<file path="config.mk">
export PLATFORM = sky130hd
export DESIGN_NAME = line_follow_pd_motor_drive
export DESIGN_NICKNAME = d
export VERILOG_FILES = /design/src/rtl/lfpd_pkg.sv /design/src/rtl/lfpd_cfg.sv /design/src/rtl/lfpd_front.sv /design/src/rtl/lfpd_fifo.sv /design/src/rtl/lfpd_back.sv /design/src/rtl/line_follow_pd_motor_drive.sv
export SDC_FILE = /design/constraint.sdc
export NUM_CORES = 2
export LEC_CHECK = 0
export BUFFER_PORTS_ARGS = -buffer_cell sky130_fd_sc_hd__buf_4
export CORE_MARGIN = 2
export CORE_UTILIZATION = 55
export CTS_CLUSTER_SIZE = 10
export DETAILED_ROUTE_END_ITERATION = 6
export HOLD_SLACK_MARGIN = 0.08
export PLACE_DENSITY_LB_ADDON = 0.05
export SYNTH_ARGS = -nofsm -noshare
export SYNTH_HDL_FRONTEND = slang
export SYNTH_SLANG_ARGS = --single-unit
</file>
<file path="constraint.sdc">
create_clock -name clk -period 19.1 [get_ports clk]
set_input_delay 0.955 -clock clk [delete_from_list [all_inputs] [get_ports clk]]
set_output_delay 0.955 -clock clk [all_outputs]
set_load 0.02 [all_outputs]
</file>
<file path="src/rtl/lfpd_pkg.sv">
// ============================================================================
// lfpd_pkg: shared types and constants of the line follower motor drive
// Field widths, kind codes, register indexes and the item and result
// structures that pass between the front end, the queue and the back end.
// ============================================================================
package lfpd_pkg;

    localparam int LINE_SENSORS = 3;
    localparam int SAMPLE_BITS  = 12;
    localparam int PWM_MAX      = 999;

    localparam int DRIVE_W   = 10;
    localparam int SPEED_W   = 10;
    localparam int GAIN_W    = 16;
    localparam int OFFSET_W  = 12;
    localparam int KIND_W    = 3;
    localparam int ERR_W     = SAMPLE_BITS + 1;
    localparam int BASE_W    = SPEED_W + 1;
    localparam int CFG_IDX_W = 3;
    localparam int CFG_DAT_W = 16;
    localparam int IN_DATA_W  = 48;
    localparam int OUT_DATA_W = 48;

    typedef logic [SAMPLE_BITS-1:0] sample_t;
    typedef logic [DRIVE_W-1:0]     drive_t;

    typedef enum logic [KIND_W-1:0] {
        KIND_CONTROL    = 3'd0,
        KIND_MONITOR    = 3'd1,
        KIND_CALIBRATE  = 3'd2,
        KIND_ARM_RUN    = 3'd3,
        KIND_ARM_MARKER = 3'd4
    } kind_t;

    typedef enum logic [CFG_IDX_W-1:0] {
        REG_PROP_GAIN     = 3'd0,
        REG_DERIV_GAIN    = 3'd1,
        REG_TARGET_SPEED  = 3'd2,
        REG_RAMP_STEP     = 3'd3,
        REG_LIMIT_UP      = 3'd4,
        REG_LIMIT_DOWN    = 3'd5,
        REG_MARKER_LEVEL  = 3'd6,
        REG_THRESH_OFFSET = 3'd7
    } reg_idx_t;

    // Decoded operation; an unused kind code leaves all bits clear.
    typedef struct packed {
        logic control;
        logic monitor;
        logic calibrate;
        logic arm_run;
        logic arm_marker;
    } op_t;

    typedef struct packed {
        op_t                         op;
        sample_t                     marker;
        sample_t [LINE_SENSORS-1:0]  line;   // 0 left, 1 centre, 2 right
    } item_t;

    typedef struct packed {
        logic [GAIN_W-1:0]   prop_gain;
        logic [GAIN_W-1:0]   deriv_gain;
        logic [SPEED_W-1:0]  target_speed;
        logic [SPEED_W-1:0]  ramp_step;
        logic [SPEED_W-1:0]  limit_up;
        logic [SPEED_W-1:0]  limit_down;
        sample_t             marker_level;
        logic [OFFSET_W-1:0] threshold_offset;
    } cfg_t;

    // Packed so that left_forward lands in the lowest bits.
    typedef struct packed {
        logic                    marker_seen;
        logic                    running;
        logic [LINE_SENSORS-1:0] line_mask;
        drive_t                  right_reverse;
        drive_t                  right_forward;
        drive_t                  left_reverse;
        drive_t                  left_forward;
    } result_t;

endpackage

</file>
<file path="src/rtl/lfpd_cfg.sv">
// ============================================================================
// lfpd_cfg: configuration register file
// Holds the eight control registers, written one at a time by index.
// ============================================================================
module lfpd_cfg (
    input  logic                           clk,
    input  logic                           rst_n,
    input  logic                           cfg_valid,
    output logic                           cfg_ready,
    input  logic [lfpd_pkg::CFG_IDX_W-1:0] cfg_index,
    input  logic [lfpd_pkg::CFG_DAT_W-1:0] cfg_data,
    output lfpd_pkg::cfg_t                 cfg
);

    lfpd_pkg::cfg_t cfg_reg;
    lfpd_pkg::cfg_t cfg_next;

    assign cfg_ready = 1'b1;
    assign cfg       = cfg_reg;

    always_comb
    begin
        cfg_next = cfg_reg;
        if (cfg_valid)
        begin
            case (lfpd_pkg::reg_idx_t'(cfg_index))
                lfpd_pkg::REG_PROP_GAIN:
                    cfg_next.prop_gain = cfg_data[lfpd_pkg::GAIN_W-1:0];
                lfpd_pkg::REG_DERIV_GAIN:
                    cfg_next.deriv_gain = cfg_data[lfpd_pkg::GAIN_W-1:0];
                lfpd_pkg::REG_TARGET_SPEED:
                    cfg_next.target_speed = cfg_data[lfpd_pkg::SPEED_W-1:0];
                lfpd_pkg::REG_RAMP_STEP:
                    cfg_next.ramp_step = cfg_data[lfpd_pkg::SPEED_W-1:0];
                lfpd_pkg::REG_LIMIT_UP:
                    cfg_next.limit_up = cfg_data[lfpd_pkg::SPEED_W-1:0];
                lfpd_pkg::REG_LIMIT_DOWN:
                    cfg_next.limit_down = cfg_data[lfpd_pkg::SPEED_W-1:0];
                lfpd_pkg::REG_MARKER_LEVEL:
                    cfg_next.marker_level = cfg_data[lfpd_pkg::SAMPLE_BITS-1:0];
                lfpd_pkg::REG_THRESH_OFFSET:
                    cfg_next.threshold_offset = cfg_data[lfpd_pkg::OFFSET_W-1:0];
                default:
                    cfg_next = cfg_reg;
            endcase
        end
    end

    always_ff @(posedge clk or negedge rst_n)
    begin
        if (!rst_n)
        begin
            cfg_reg.prop_gain        <= lfpd_pkg::GAIN_W'(256);
            cfg_reg.deriv_gain       <= '0;
            cfg_reg.target_speed     <= lfpd_pkg::SPEED_W'(500);
            cfg_reg.ramp_step        <= lfpd_pkg::SPEED_W'(10);
            cfg_reg.limit_up         <= lfpd_pkg::SPEED_W'(500);
            cfg_reg.limit_down       <= lfpd_pkg::SPEED_W'(500);
            cfg_reg.marker_level     <= lfpd_pkg::SAMPLE_BITS'(2048);
            cfg_reg.threshold_offset <= '0;
        end
        else
        begin
            cfg_reg <= cfg_next;
        end
    end

endmodule

</file>
<file path="src/rtl/lfpd_front.sv">
// ============================================================================
// lfpd_front: input stage
// Accepts input transactions, decodes the kind into an operation and holds
// the classified item until the queue takes it.
// ============================================================================
module lfpd_front (
    input  logic                              clk,
    input  logic                              rst_n,
    input  logic                              in_valid,
    output logic                              in_ready,
    input  logic [lfpd_pkg::KIND_W-1:0]       in_kind,
    input  logic [lfpd_pkg::IN_DATA_W-1:0]    in_data,
    output logic                              push,
    input  logic                              push_ready,
    output lfpd_pkg::item_t                   item
);

    logic            vld_reg;
    logic            vld_next;
    lfpd_pkg::item_t item_reg;
    lfpd_pkg::item_t item_next;
    lfpd_pkg::op_t   op;
    logic            accept;

    always_comb
    begin
        op = '0;
        case (lfpd_pkg::kind_t'(in_kind))
            lfpd_pkg::KIND_CONTROL:    op.control    = 1'b1;
            lfpd_pkg::KIND_MONITOR:    op.monitor    = 1'b1;
            lfpd_pkg::KIND_CALIBRATE:  op.calibrate  = 1'b1;
            lfpd_pkg::KIND_ARM_RUN:    op.arm_run    = 1'b1;
            lfpd_pkg::KIND_ARM_MARKER: op.arm_marker = 1'b1;
            default:                   op = '0;
        endcase
    end

    assign in_ready = !vld_reg || push_ready;
    assign accept   = in_valid && in_ready;
    assign push     = vld_reg;
    assign item     = item_reg;

    always_comb
    begin
        item_next = item_reg;
        if (accept)
        begin
            item_next.op     = op;
            item_next.line   = in_data[lfpd_pkg::LINE_SENSORS*lfpd_pkg::SAMPLE_BITS-1:0];
            item_next.marker = in_data[(lfpd_pkg::LINE_SENSORS+1)*lfpd_pkg::SAMPLE_BITS-1 :
                                       lfpd_pkg::LINE_SENSORS*lfpd_pkg::SAMPLE_BITS];
        end
        if (accept)
            vld_next = 1'b1;
        else if (push_ready)
            vld_next = 1'b0;
        else
            vld_next = vld_reg;
    end

    always_ff @(posedge clk or negedge rst_n)
    begin
        if (!rst_n)
            vld_reg <= 1'b0;
        else
            vld_reg <= vld_next;
    end

    always_ff @(posedge clk)
    begin
        item_reg <= item_next;
    end

endmodule

</file>
<file path="src/rtl/lfpd_fifo.sv">
// ============================================================================
// lfpd_fifo: two-entry item queue
// Decouples the input stage from the execution stage.
// ============================================================================
module lfpd_fifo (
    input  logic            clk,
    input  logic            rst_n,
    input  logic            push,
    output logic            push_ready,
    input  lfpd_pkg::item_t push_item,
    output logic            pop_valid,
    input  logic            pop,
    output lfpd_pkg::item_t pop_item
);

    lfpd_pkg::item_t [1:0] mem_reg;
    logic                  wr_ptr_reg;
    logic                  wr_ptr_next;
    logic                  rd_ptr_reg;
    logic                  rd_ptr_next;
    logic [1:0]            count_reg;
    logic [1:0]            count_next;
    logic                  do_push;
    logic                  do_pop;

    assign push_ready = (count_reg != 2'd2);
    assign pop_valid  = (count_reg != 2'd0);
    assign pop_item   = mem_reg[rd_ptr_reg];
    assign do_push    = push && push_ready;
    assign do_pop     = pop && pop_valid;

    always_comb
    begin
        wr_ptr_next = do_push ? !wr_ptr_reg : wr_ptr_reg;
        rd_ptr_next = do_pop ? !rd_ptr_reg : rd_ptr_reg;
        count_next  = count_reg + 2'(do_push) - 2'(do_pop);
    end

    always_ff @(posedge clk or negedge rst_n)
    begin
        if (!rst_n)
        begin
            wr_ptr_reg <= 1'b0;
            rd_ptr_reg <= 1'b0;
            count_reg  <= 2'd0;
        end
        else
        begin
            wr_ptr_reg <= wr_ptr_next;
            rd_ptr_reg <= rd_ptr_next;
            count_reg  <= count_next;
        end
    end

    always_ff @(posedge clk)
    begin
        if (do_push)
            mem_reg[wr_ptr_reg] <= push_item;
    end

endmodule

</file>
<file path="src/rtl/lfpd_back.sv">
// ============================================================================
// lfpd_back: execution stage
// Unless the output stalls, applies one queued item per cycle to the controller
// state (PD law, speed ramp, line mask, calibration, arming); registers result.
// ============================================================================
module lfpd_back (
    input  logic                           clk,
    input  logic                           rst_n,
    input  lfpd_pkg::cfg_t                 cfg,
    input  logic                           item_valid,
    output logic                           item_pop,
    input  lfpd_pkg::item_t                item,
    output logic                           out_valid,
    input  logic                           out_ready,
    output lfpd_pkg::result_t              result
);

    localparam int ACC_W  = 31;
    localparam int FRAC_W = 8;
    localparam int U_W    = ACC_W - FRAC_W;
    localparam int CORR_W = lfpd_pkg::SPEED_W + 1;
    localparam int SP_W   = lfpd_pkg::BASE_W + 2;
    localparam int MID_W  = lfpd_pkg::SAMPLE_BITS + 2;
    localparam int LS     = lfpd_pkg::LINE_SENSORS;

    // Controller state
    logic signed [lfpd_pkg::ERR_W-1:0]  last_error_reg, last_error_next;
    logic [lfpd_pkg::BASE_W-1:0]        base_speed_reg, base_speed_next;
    lfpd_pkg::drive_t [3:0]             drive_reg, drive_next;
    lfpd_pkg::sample_t [LS-1:0]         thr_reg, thr_next;
    lfpd_pkg::sample_t [LS-1:0]         max_reg, max_next;
    lfpd_pkg::sample_t [LS-1:0]         min_reg, min_next;
    logic [LS-1:0]                      mask_reg, mask_next;
    logic                               loop_on_reg, loop_on_next;
    logic                               await_reg, await_next;

    // Output register
    logic                               out_valid_reg, out_valid_next;
    lfpd_pkg::result_t                  result_reg, result_next;

    // PD datapath
    logic signed [lfpd_pkg::GAIN_W-1:0] kp;
    logic signed [lfpd_pkg::GAIN_W-1:0] kd;
    logic signed [lfpd_pkg::ERR_W-1:0]  err;
    logic signed [lfpd_pkg::ERR_W:0]    diff;
    logic signed [ACC_W-1:0]            acc;
    logic signed [U_W-1:0]              u_full;
    logic signed [U_W-1:0]              lim_hi;
    logic signed [U_W-1:0]              lim_lo;
    logic signed [U_W-1:0]              u_clamp;
    logic signed [CORR_W-1:0]           u_sat;
    logic [lfpd_pkg::BASE_W-1:0]        base_ramp;
    logic signed [SP_W-1:0]             lmotor_cmd;
    logic signed [SP_W-1:0]             rmotor_cmd;
    logic signed [lfpd_pkg::OFFSET_W-1:0] offset;
    logic [LS-1:0]                      mask_now;
    logic                               exec;
    logic                               marker_high;

    logic [lfpd_pkg::SAMPLE_BITS:0]     mid_sum [LS];
    logic signed [MID_W-1:0]            mid_thr [LS];
    lfpd_pkg::sample_t                  cal_max [LS];
    lfpd_pkg::sample_t                  cal_min [LS];

    // Sign-magnitude split of a motor speed: {reverse, forward}.
    function automatic logic [2*lfpd_pkg::DRIVE_W-1:0] drive_pair(
        input logic signed [SP_W-1:0] speed
    );
        logic [SP_W-1:0]            mag;
        logic [lfpd_pkg::DRIVE_W-1:0] sat;
        logic [lfpd_pkg::DRIVE_W-1:0] fwd;
        logic [lfpd_pkg::DRIVE_W-1:0] rev;
        mag = speed[SP_W-1] ? SP_W'(-speed) : SP_W'(speed);
        if (mag > SP_W'(lfpd_pkg::PWM_MAX))
            sat = lfpd_pkg::DRIVE_W'(lfpd_pkg::PWM_MAX);
        else
            sat = mag[lfpd_pkg::DRIVE_W-1:0];
        fwd = (!speed[SP_W-1] && (speed != '0)) ? sat : '0;
        rev = speed[SP_W-1] ? sat : '0;
        return {rev, fwd};
    endfunction

    assign exec     = item_valid && (!out_valid_reg || out_ready);
    assign item_pop = exec;
    assign out_valid = out_valid_reg;
    assign result   = result_reg;

    assign kp     = cfg.prop_gain;
    assign kd     = cfg.deriv_gain;
    assign offset = cfg.threshold_offset;
    assign marker_high = item.marker > cfg.marker_level;

    // PD correction; the arithmetic shift gives floor division by 256.
    always_comb
    begin
        err    = $signed({1'b0, item.line[2]}) - $signed({1'b0, item.line[0]});
        diff   = (lfpd_pkg::ERR_W+1)'(err) - (lfpd_pkg::ERR_W+1)'(last_error_reg);
        acc    = ACC_W'(kp) * ACC_W'(err) + ACC_W'(kd) * ACC_W'(diff);
        u_full = acc[ACC_W-1:FRAC_W];
        lim_hi = $signed({{(U_W-lfpd_pkg::SPEED_W){1'b0}}, cfg.limit_up});
        lim_lo = -$signed({{(U_W-lfpd_pkg::SPEED_W){1'b0}}, cfg.limit_down});
        if (u_full > lim_hi)
            u_clamp = lim_hi;
        else if (u_full < lim_lo)
            u_clamp = lim_lo;
        else
            u_clamp = u_full;
        u_sat = u_clamp[CORR_W-1:0];

        if (base_speed_reg < lfpd_pkg::BASE_W'(cfg.target_speed))
            base_ramp = base_speed_reg + lfpd_pkg::BASE_W'(cfg.ramp_step);
        else
            base_ramp = base_speed_reg;
        lmotor_cmd = $signed({2'b00, base_ramp}) + SP_W'(u_sat);
        rmotor_cmd = $signed({2'b00, base_ramp}) - SP_W'(u_sat);
    end

    // Line mask and calibration per sensor
    always_comb
    begin
        for (int i = 0; i < LS; i++)
        begin
            mask_now[LS-1-i] = item.line[i] > thr_reg[i];
            cal_max[i] = (item.line[i] > max_reg[i]) ? item.line[i] : max_reg[i];
            cal_min[i] = (item.line[i] < min_reg[i]) ? item.line[i] : min_reg[i];
            mid_sum[i] = {1'b0, cal_min[i]} + {1'b0, cal_max[i]};
            mid_thr[i] = $signed({2'b00, mid_sum[i][lfpd_pkg::SAMPLE_BITS:1]})
                         + MID_W'(offset);
        end
    end

    always_comb
    begin
        last_error_next = last_error_reg;
        base_speed_next = base_speed_reg;
        drive_next      = drive_reg;
        thr_next        = thr_reg;
        max_next        = max_reg;
        min_next        = min_reg;
        mask_next       = mask_reg;
        loop_on_next    = loop_on_reg;
        await_next      = await_reg;

        if (exec)
        begin
            if (item.op.control)
            begin
                if (!loop_on_reg)
                begin
                    base_speed_next = '0;
                    drive_next      = '0;
                end
                else if (item.line[1] > thr_reg[1])
                begin
                    base_speed_next = base_ramp;
                    last_error_next = err;
                    {drive_next[1], drive_next[0]} = drive_pair(lmotor_cmd);
                    {drive_next[3], drive_next[2]} = drive_pair(rmotor_cmd);
                end
            end
            else if (item.op.monitor)
            begin
                mask_next = mask_now;
                if (mask_now == '1)
                    loop_on_next = 1'b0;
                if (await_reg && !marker_high)
                begin
                    loop_on_next = 1'b1;
                    await_next   = 1'b0;
                end
            end
            else if (item.op.calibrate)
            begin
                for (int i = 0; i < LS; i++)
                begin
                    max_next[i] = cal_max[i];
                    min_next[i] = cal_min[i];
                    if (mid_thr[i] < 0)
                        thr_next[i] = '0;
                    else if (mid_thr[i] > $signed(MID_W'({lfpd_pkg::SAMPLE_BITS{1'b1}})))
                        thr_next[i] = '1;
                    else
                        thr_next[i] = mid_thr[i][lfpd_pkg::SAMPLE_BITS-1:0];
                end
            end
            else if (item.op.arm_run)
            begin
                if (mask_reg == LS'(2))
                    loop_on_next = 1'b1;
            end
            else if (item.op.arm_marker)
            begin
                await_next = 1'b1;
            end
        end

        result_next = result_reg;
        if (exec)
        begin
            result_next.left_forward  = drive_next[0];
            result_next.left_reverse  = drive_next[1];
            result_next.right_forward = drive_next[2];
            result_next.right_reverse = drive_next[3];
            result_next.line_mask     = mask_next;
            result_next.running       = loop_on_next;
            result_next.marker_seen   = await_next && marker_high;
        end

        if (exec)
            out_valid_next = 1'b1;
        else if (out_ready)
            out_valid_next = 1'b0;
        else
            out_valid_next = out_valid_reg;
    end

    always_ff @(posedge clk or negedge rst_n)
    begin
        if (!rst_n)
        begin
            last_error_reg <= '0;
            base_speed_reg <= '0;
            drive_reg      <= '0;
            thr_reg        <= '0;
            max_reg        <= '0;
            min_reg        <= '1;
            mask_reg       <= '0;
            loop_on_reg    <= 1'b0;
            await_reg      <= 1'b0;
            out_valid_reg  <= 1'b0;
        end
        else
        begin
            last_error_reg <= last_error_next;
            base_speed_reg <= base_speed_next;
            drive_reg      <= drive_next;
            thr_reg        <= thr_next;
            max_reg        <= max_next;
            min_reg        <= min_next;
            mask_reg       <= mask_next;
            loop_on_reg    <= loop_on_next;
            await_reg      <= await_next;
            out_valid_reg  <= out_valid_next;
        end
    end

    always_ff @(posedge clk)
    begin
        result_reg <= result_next;
    end

endmodule

</file>
<file path="src/rtl/line_follow_pd_motor_drive.sv">
// ============================================================================
// line_follow_pd_motor_drive: PD line follower with two-motor PWM drive
// Input stage, two-entry queue and execution stage around the controller.
// ============================================================================
// Usage:
//   Each slave-side transaction carries one item: a kind on s_axis_tuser and
//   four sensor samples on s_axis_tdata. Every item yields exactly one
//   master-side transaction with the four PWM compare values, the line mask,
//   the running flag and the marker-seen flag.
//   Control ticks run the PD law and speed ramp, monitor ticks update the
//   line mask and stop/start logic, calibrate samples learn the thresholds,
//   and the two arm kinds start the loop.
//   Registers are written through the cfg channel (index, data) while no
//   item is in flight: a duty of the user that the block does not enforce.
//   cfg_ready is always high. Throughput: one item per cycle while the
//   receiver takes results; the execution stage updates all state at once,
//   so consecutive items need no spacing.
//   When the receiver stalls, the result holds in the output register, the
//   queue fills, and s_axis_tready drops only once the input stage and both
//   queue entries are occupied.
//   Reset clears the controller state (minimum trackers to full scale) and
//   loads the register defaults; the block accepts items right after reset.
// ============================================================================
module line_follow_pd_motor_drive (
    input  logic                              clk,
    input  logic                              rst_n,
    input  logic                              s_axis_tvalid,
    output logic                              s_axis_tready,
    // [11:0] left_sample, [23:12] centre_sample, [35:24] right_sample,
    // [47:36] marker_sample
    input  logic [lfpd_pkg::IN_DATA_W-1:0]    s_axis_tdata,
    // [2:0] kind
    input  logic [lfpd_pkg::KIND_W-1:0]       s_axis_tuser,
    output logic                              m_axis_tvalid,
    input  logic                              m_axis_tready,
    // [9:0] left_forward, [19:10] left_reverse, [29:20] right_forward,
    // [39:30] right_reverse, [42:40] line_mask, [43] running,
    // [44] marker_seen, [47:45] zero
    output logic [lfpd_pkg::OUT_DATA_W-1:0]   m_axis_tdata,
    input  logic                              cfg_valid,
    output logic                              cfg_ready,
    input  logic [lfpd_pkg::CFG_IDX_W-1:0]    cfg_index,
    input  logic [lfpd_pkg::CFG_DAT_W-1:0]    cfg_data
);

    lfpd_pkg::cfg_t    cfg;
    lfpd_pkg::item_t   front_item;
    lfpd_pkg::item_t   queue_item;
    lfpd_pkg::result_t result;
    logic              push;
    logic              push_ready;
    logic              queue_valid;
    logic              queue_pop;

    lfpd_cfg u_cfg (
        .clk       (clk),
        .rst_n     (rst_n),
        .cfg_valid (cfg_valid),
        .cfg_ready (cfg_ready),
        .cfg_index (cfg_index),
        .cfg_data  (cfg_data),
        .cfg       (cfg)
    );

    lfpd_front u_front (
        .clk        (clk),
        .rst_n      (rst_n),
        .in_valid   (s_axis_tvalid),
        .in_ready   (s_axis_tready),
        .in_kind    (s_axis_tuser),
        .in_data    (s_axis_tdata),
        .push       (push),
        .push_ready (push_ready),
        .item       (front_item)
    );

    lfpd_fifo u_fifo (
        .clk        (clk),
        .rst_n      (rst_n),
        .push       (push),
        .push_ready (push_ready),
        .push_item  (front_item),
        .pop_valid  (queue_valid),
        .pop        (queue_pop),
        .pop_item   (queue_item)
    );

    lfpd_back u_back (
        .clk        (clk),
        .rst_n      (rst_n),
        .cfg        (cfg),
        .item_valid (queue_valid),
        .item_pop   (queue_pop),
        .item       (queue_item),
        .out_valid  (m_axis_tvalid),
        .out_ready  (m_axis_tready),
        .result     (result)
    );

    assign m_axis_tdata = lfpd_pkg::OUT_DATA_W'(result);

endmodule

</file>
==> qor.yml <==
die:
  fp.dieArea_mm2: 0.0842
  io_pins: 126
  core_area_mm2: 0.0808
  start_util: 0.557
  die_w_um: 290
  die_h_um: 290
  num_rows: 104
setup_path:
  arrival_ns: 18.21
  cp_max_fo: 18
  r2r_end: "u_back.result[3]"
  startpoint: "u_fifo.rd_ptr_reg"
  worstPathRequired_ns: 19.52
  r2r_cells: 65
  timing.rr.start: "u_fifo.rd_ptr_reg"
  cp_slowest_cell: "or4_4"
  reg2reg_slack_ns: 1.31
  critical_path_class: "register to register"
  endpoint_kind: "register"
  worstSetupStartpointType: "register"
  crit_path_max_incr_delay_ns: 0.63
  crit_top_cell: "fa_1"
finish:
  largest_reg_flops: 106
  fin_nets: 5642
  drive_gt1_frac: 0.108
  mostFrequentLayoutCells: "816 x inv_1, 540 x nand2_1, 491 x fa_1"
  areaGrowthSynthToFinish_pct: 9.03
  final_common_cell: "inv_1"
placed_design:
  globalplace.congestion: 0.888
  hpwl_mm: 88.1
  port_buffers: 121
yosys:
  ys_ff_latch: 483
  syn_inst: 4564
  ys_seq_area_frac: 0.293
  synth_edf_count: 204
  syn-cell-area_mm2: 0.0450
  yosysWarnings: 0
  synth_cell_types: 83
  async_flop_share: 0.578
  avgSynthCellArea_um2: 9.87
  synth_ff_type: "dfrtp_1"
sta:
  rsz0062_at_grt: "false"
  finalMaxSlewViolations: 0
  slew_headroom: 0.146
  setup_viol: 0
  max_freq_mhz: 56.2
  worst_pin_slew_ns: 1.25
  post-route-period-util: 0.931
  hold_violations: 0
  finClkSkew_ns: 0.0499
  setup_tns_ns: 0
  min_period_ns: 17.79
clock_tree:
  path_clk_slew_ns: 0.06
  clockRootBuffer: "clkbuf_16"
  cts_buffers: 58
  hold_buffers: 0
  clk_latency_ns: 0.64
  clock_sinks: 483
  clock_path_buffers: 3
  cts_tree: "done"
  cts_max_level: 2
drt:
  drtIter0Drc: 2178
  num_vias: 31800
  via_per_inst: 5.51
  ant_nets: 0
  drcViolationCount: 0
  dr.pass1.iters: 7
  routed_wirelength_mm: 112
  wl_per_cell_um: 19.3
grt:
  grt_max_degree: 82
  antenna_found_initial: 6
  grt_pass1_wl_mm: 182
  grt_util_all_layers: 0.275
  grt_overflow: 0
  grt_pass1_vias: 32800
min_path:
  hold_path_class: "input pin to async pin"
run:
  maxCapViolCount: 0
run_status:
  status: "complete, no violations"
-- critical path, delay by kind of cell, from the launching register on --
kind	cells	cell delay [ns]
adder cells (fa/ha/maj)	13	5.72
flip-flops	1	0.38
XOR/XNOR	2	0.40
multiplexers	2	0.62
AO/OA/AOI/OAI	25	5.22
AND/OR/NAND/NOR	16	4.28
buffers and inverters	7	0.94
-- final cells by class --
| type | count | area (µm²) |
|---|---|---|
| fill | 6987 | 31700 |
| multi-input combinational | 3123 | 28400 |
| sequential | 483 | 13200 |
| inverter | 818 | 3070 |
| clock buffer | 98 | 1640 |
| timing repair buffer | 183 | 1390 |
| tap | 1060 | 1330 |
| clock inverter | 11 | 146 |
| antenna | 1 | 2.50 |
-- cell usage after synthesis (121+ instances only) --
| cell | instances | area, µm² |
|---|---|---|
| inv_1 | 816 | 3060 |
| dfrtp_1 | 221 | 5530 |
| a21oi_1 | 195 | 976 |
| nor2_1 | 188 | 706 |
| ha_1 | 409 | 5120 |
| mux2_2 | 147 | 1660 |
| fa_1 | 491 | 9830 |
| nand2_1 | 542 | 2030 |
| edfxtp_1 | 204 | 6130 |
| o21ai_0 | 225 | 1130 |
| clkbuf_1 | 128 | 480 |
| and2_1 | 121 | 757 |
-- worst max-delay path by stage --
stage / endpoint
floorplan: u_back.result[3]
global placement: u_back.result[3]
detailed placement: u_back.result[3]
CTS: u_back.result[3]
global route: u_back.result[3]
finish: u_back.result[3]
-- through the flow --
stage / utilization / worst slack (ns) / instances / cell area [µm²] / hold slack [ns]
after floorplan: - / 1.78 / 4566 / 45100 / 0.421
after global placement: 0.584 / 0.873 / 5660 / 47200 / 0.422
after detailed placement: 0.584 / 0.663 / 5660 / 47200 / 0.430
after CTS: 0.607 / 0.553 / 5769 / 49000 / 0.312
after global routing: 0.608 / 0.0591 / 5776 / 49100 / 0.337
final: 0.608 / 1.31 / 5777 / 49100 / 0.306
-- logic make-up after synthesis --
| family | after synthesis | share of synthesized area |
|---|---|---|
| flops | 483 | 0.293 |
| simple gates | 1131 | 0.117 |
| other cells | 2 | 0.000167 |
| buf+inv | 960 | 0.0804 |
| mux | 174 | 0.0427 |
| compound gates | 771 | 0.108 |
| fa+ha+maj | 900 | 0.332 |
| xor+xnor | 143 | 0.0278 |
-- layer usage --
layer	vias up	global-route usage	part of all wire
met1	15800	0.414	0.48
met5	-	0	0.00014
met2	810	0.417	0.44
li1	15100	-	-
met3	122	0.0476	0.067
met4	2	0.0586	0.019
-- what timing repair did --
action | 4_1_cts | 5_1_grt
gates resized for setup | 0 | 11
buffers inserted | 0 | 7
endpoints found under the setup margin | 0 | 80
Power is not shown: default switching activity piles up to over one toggle a cycle in this logic, so the estimate is an artifact.
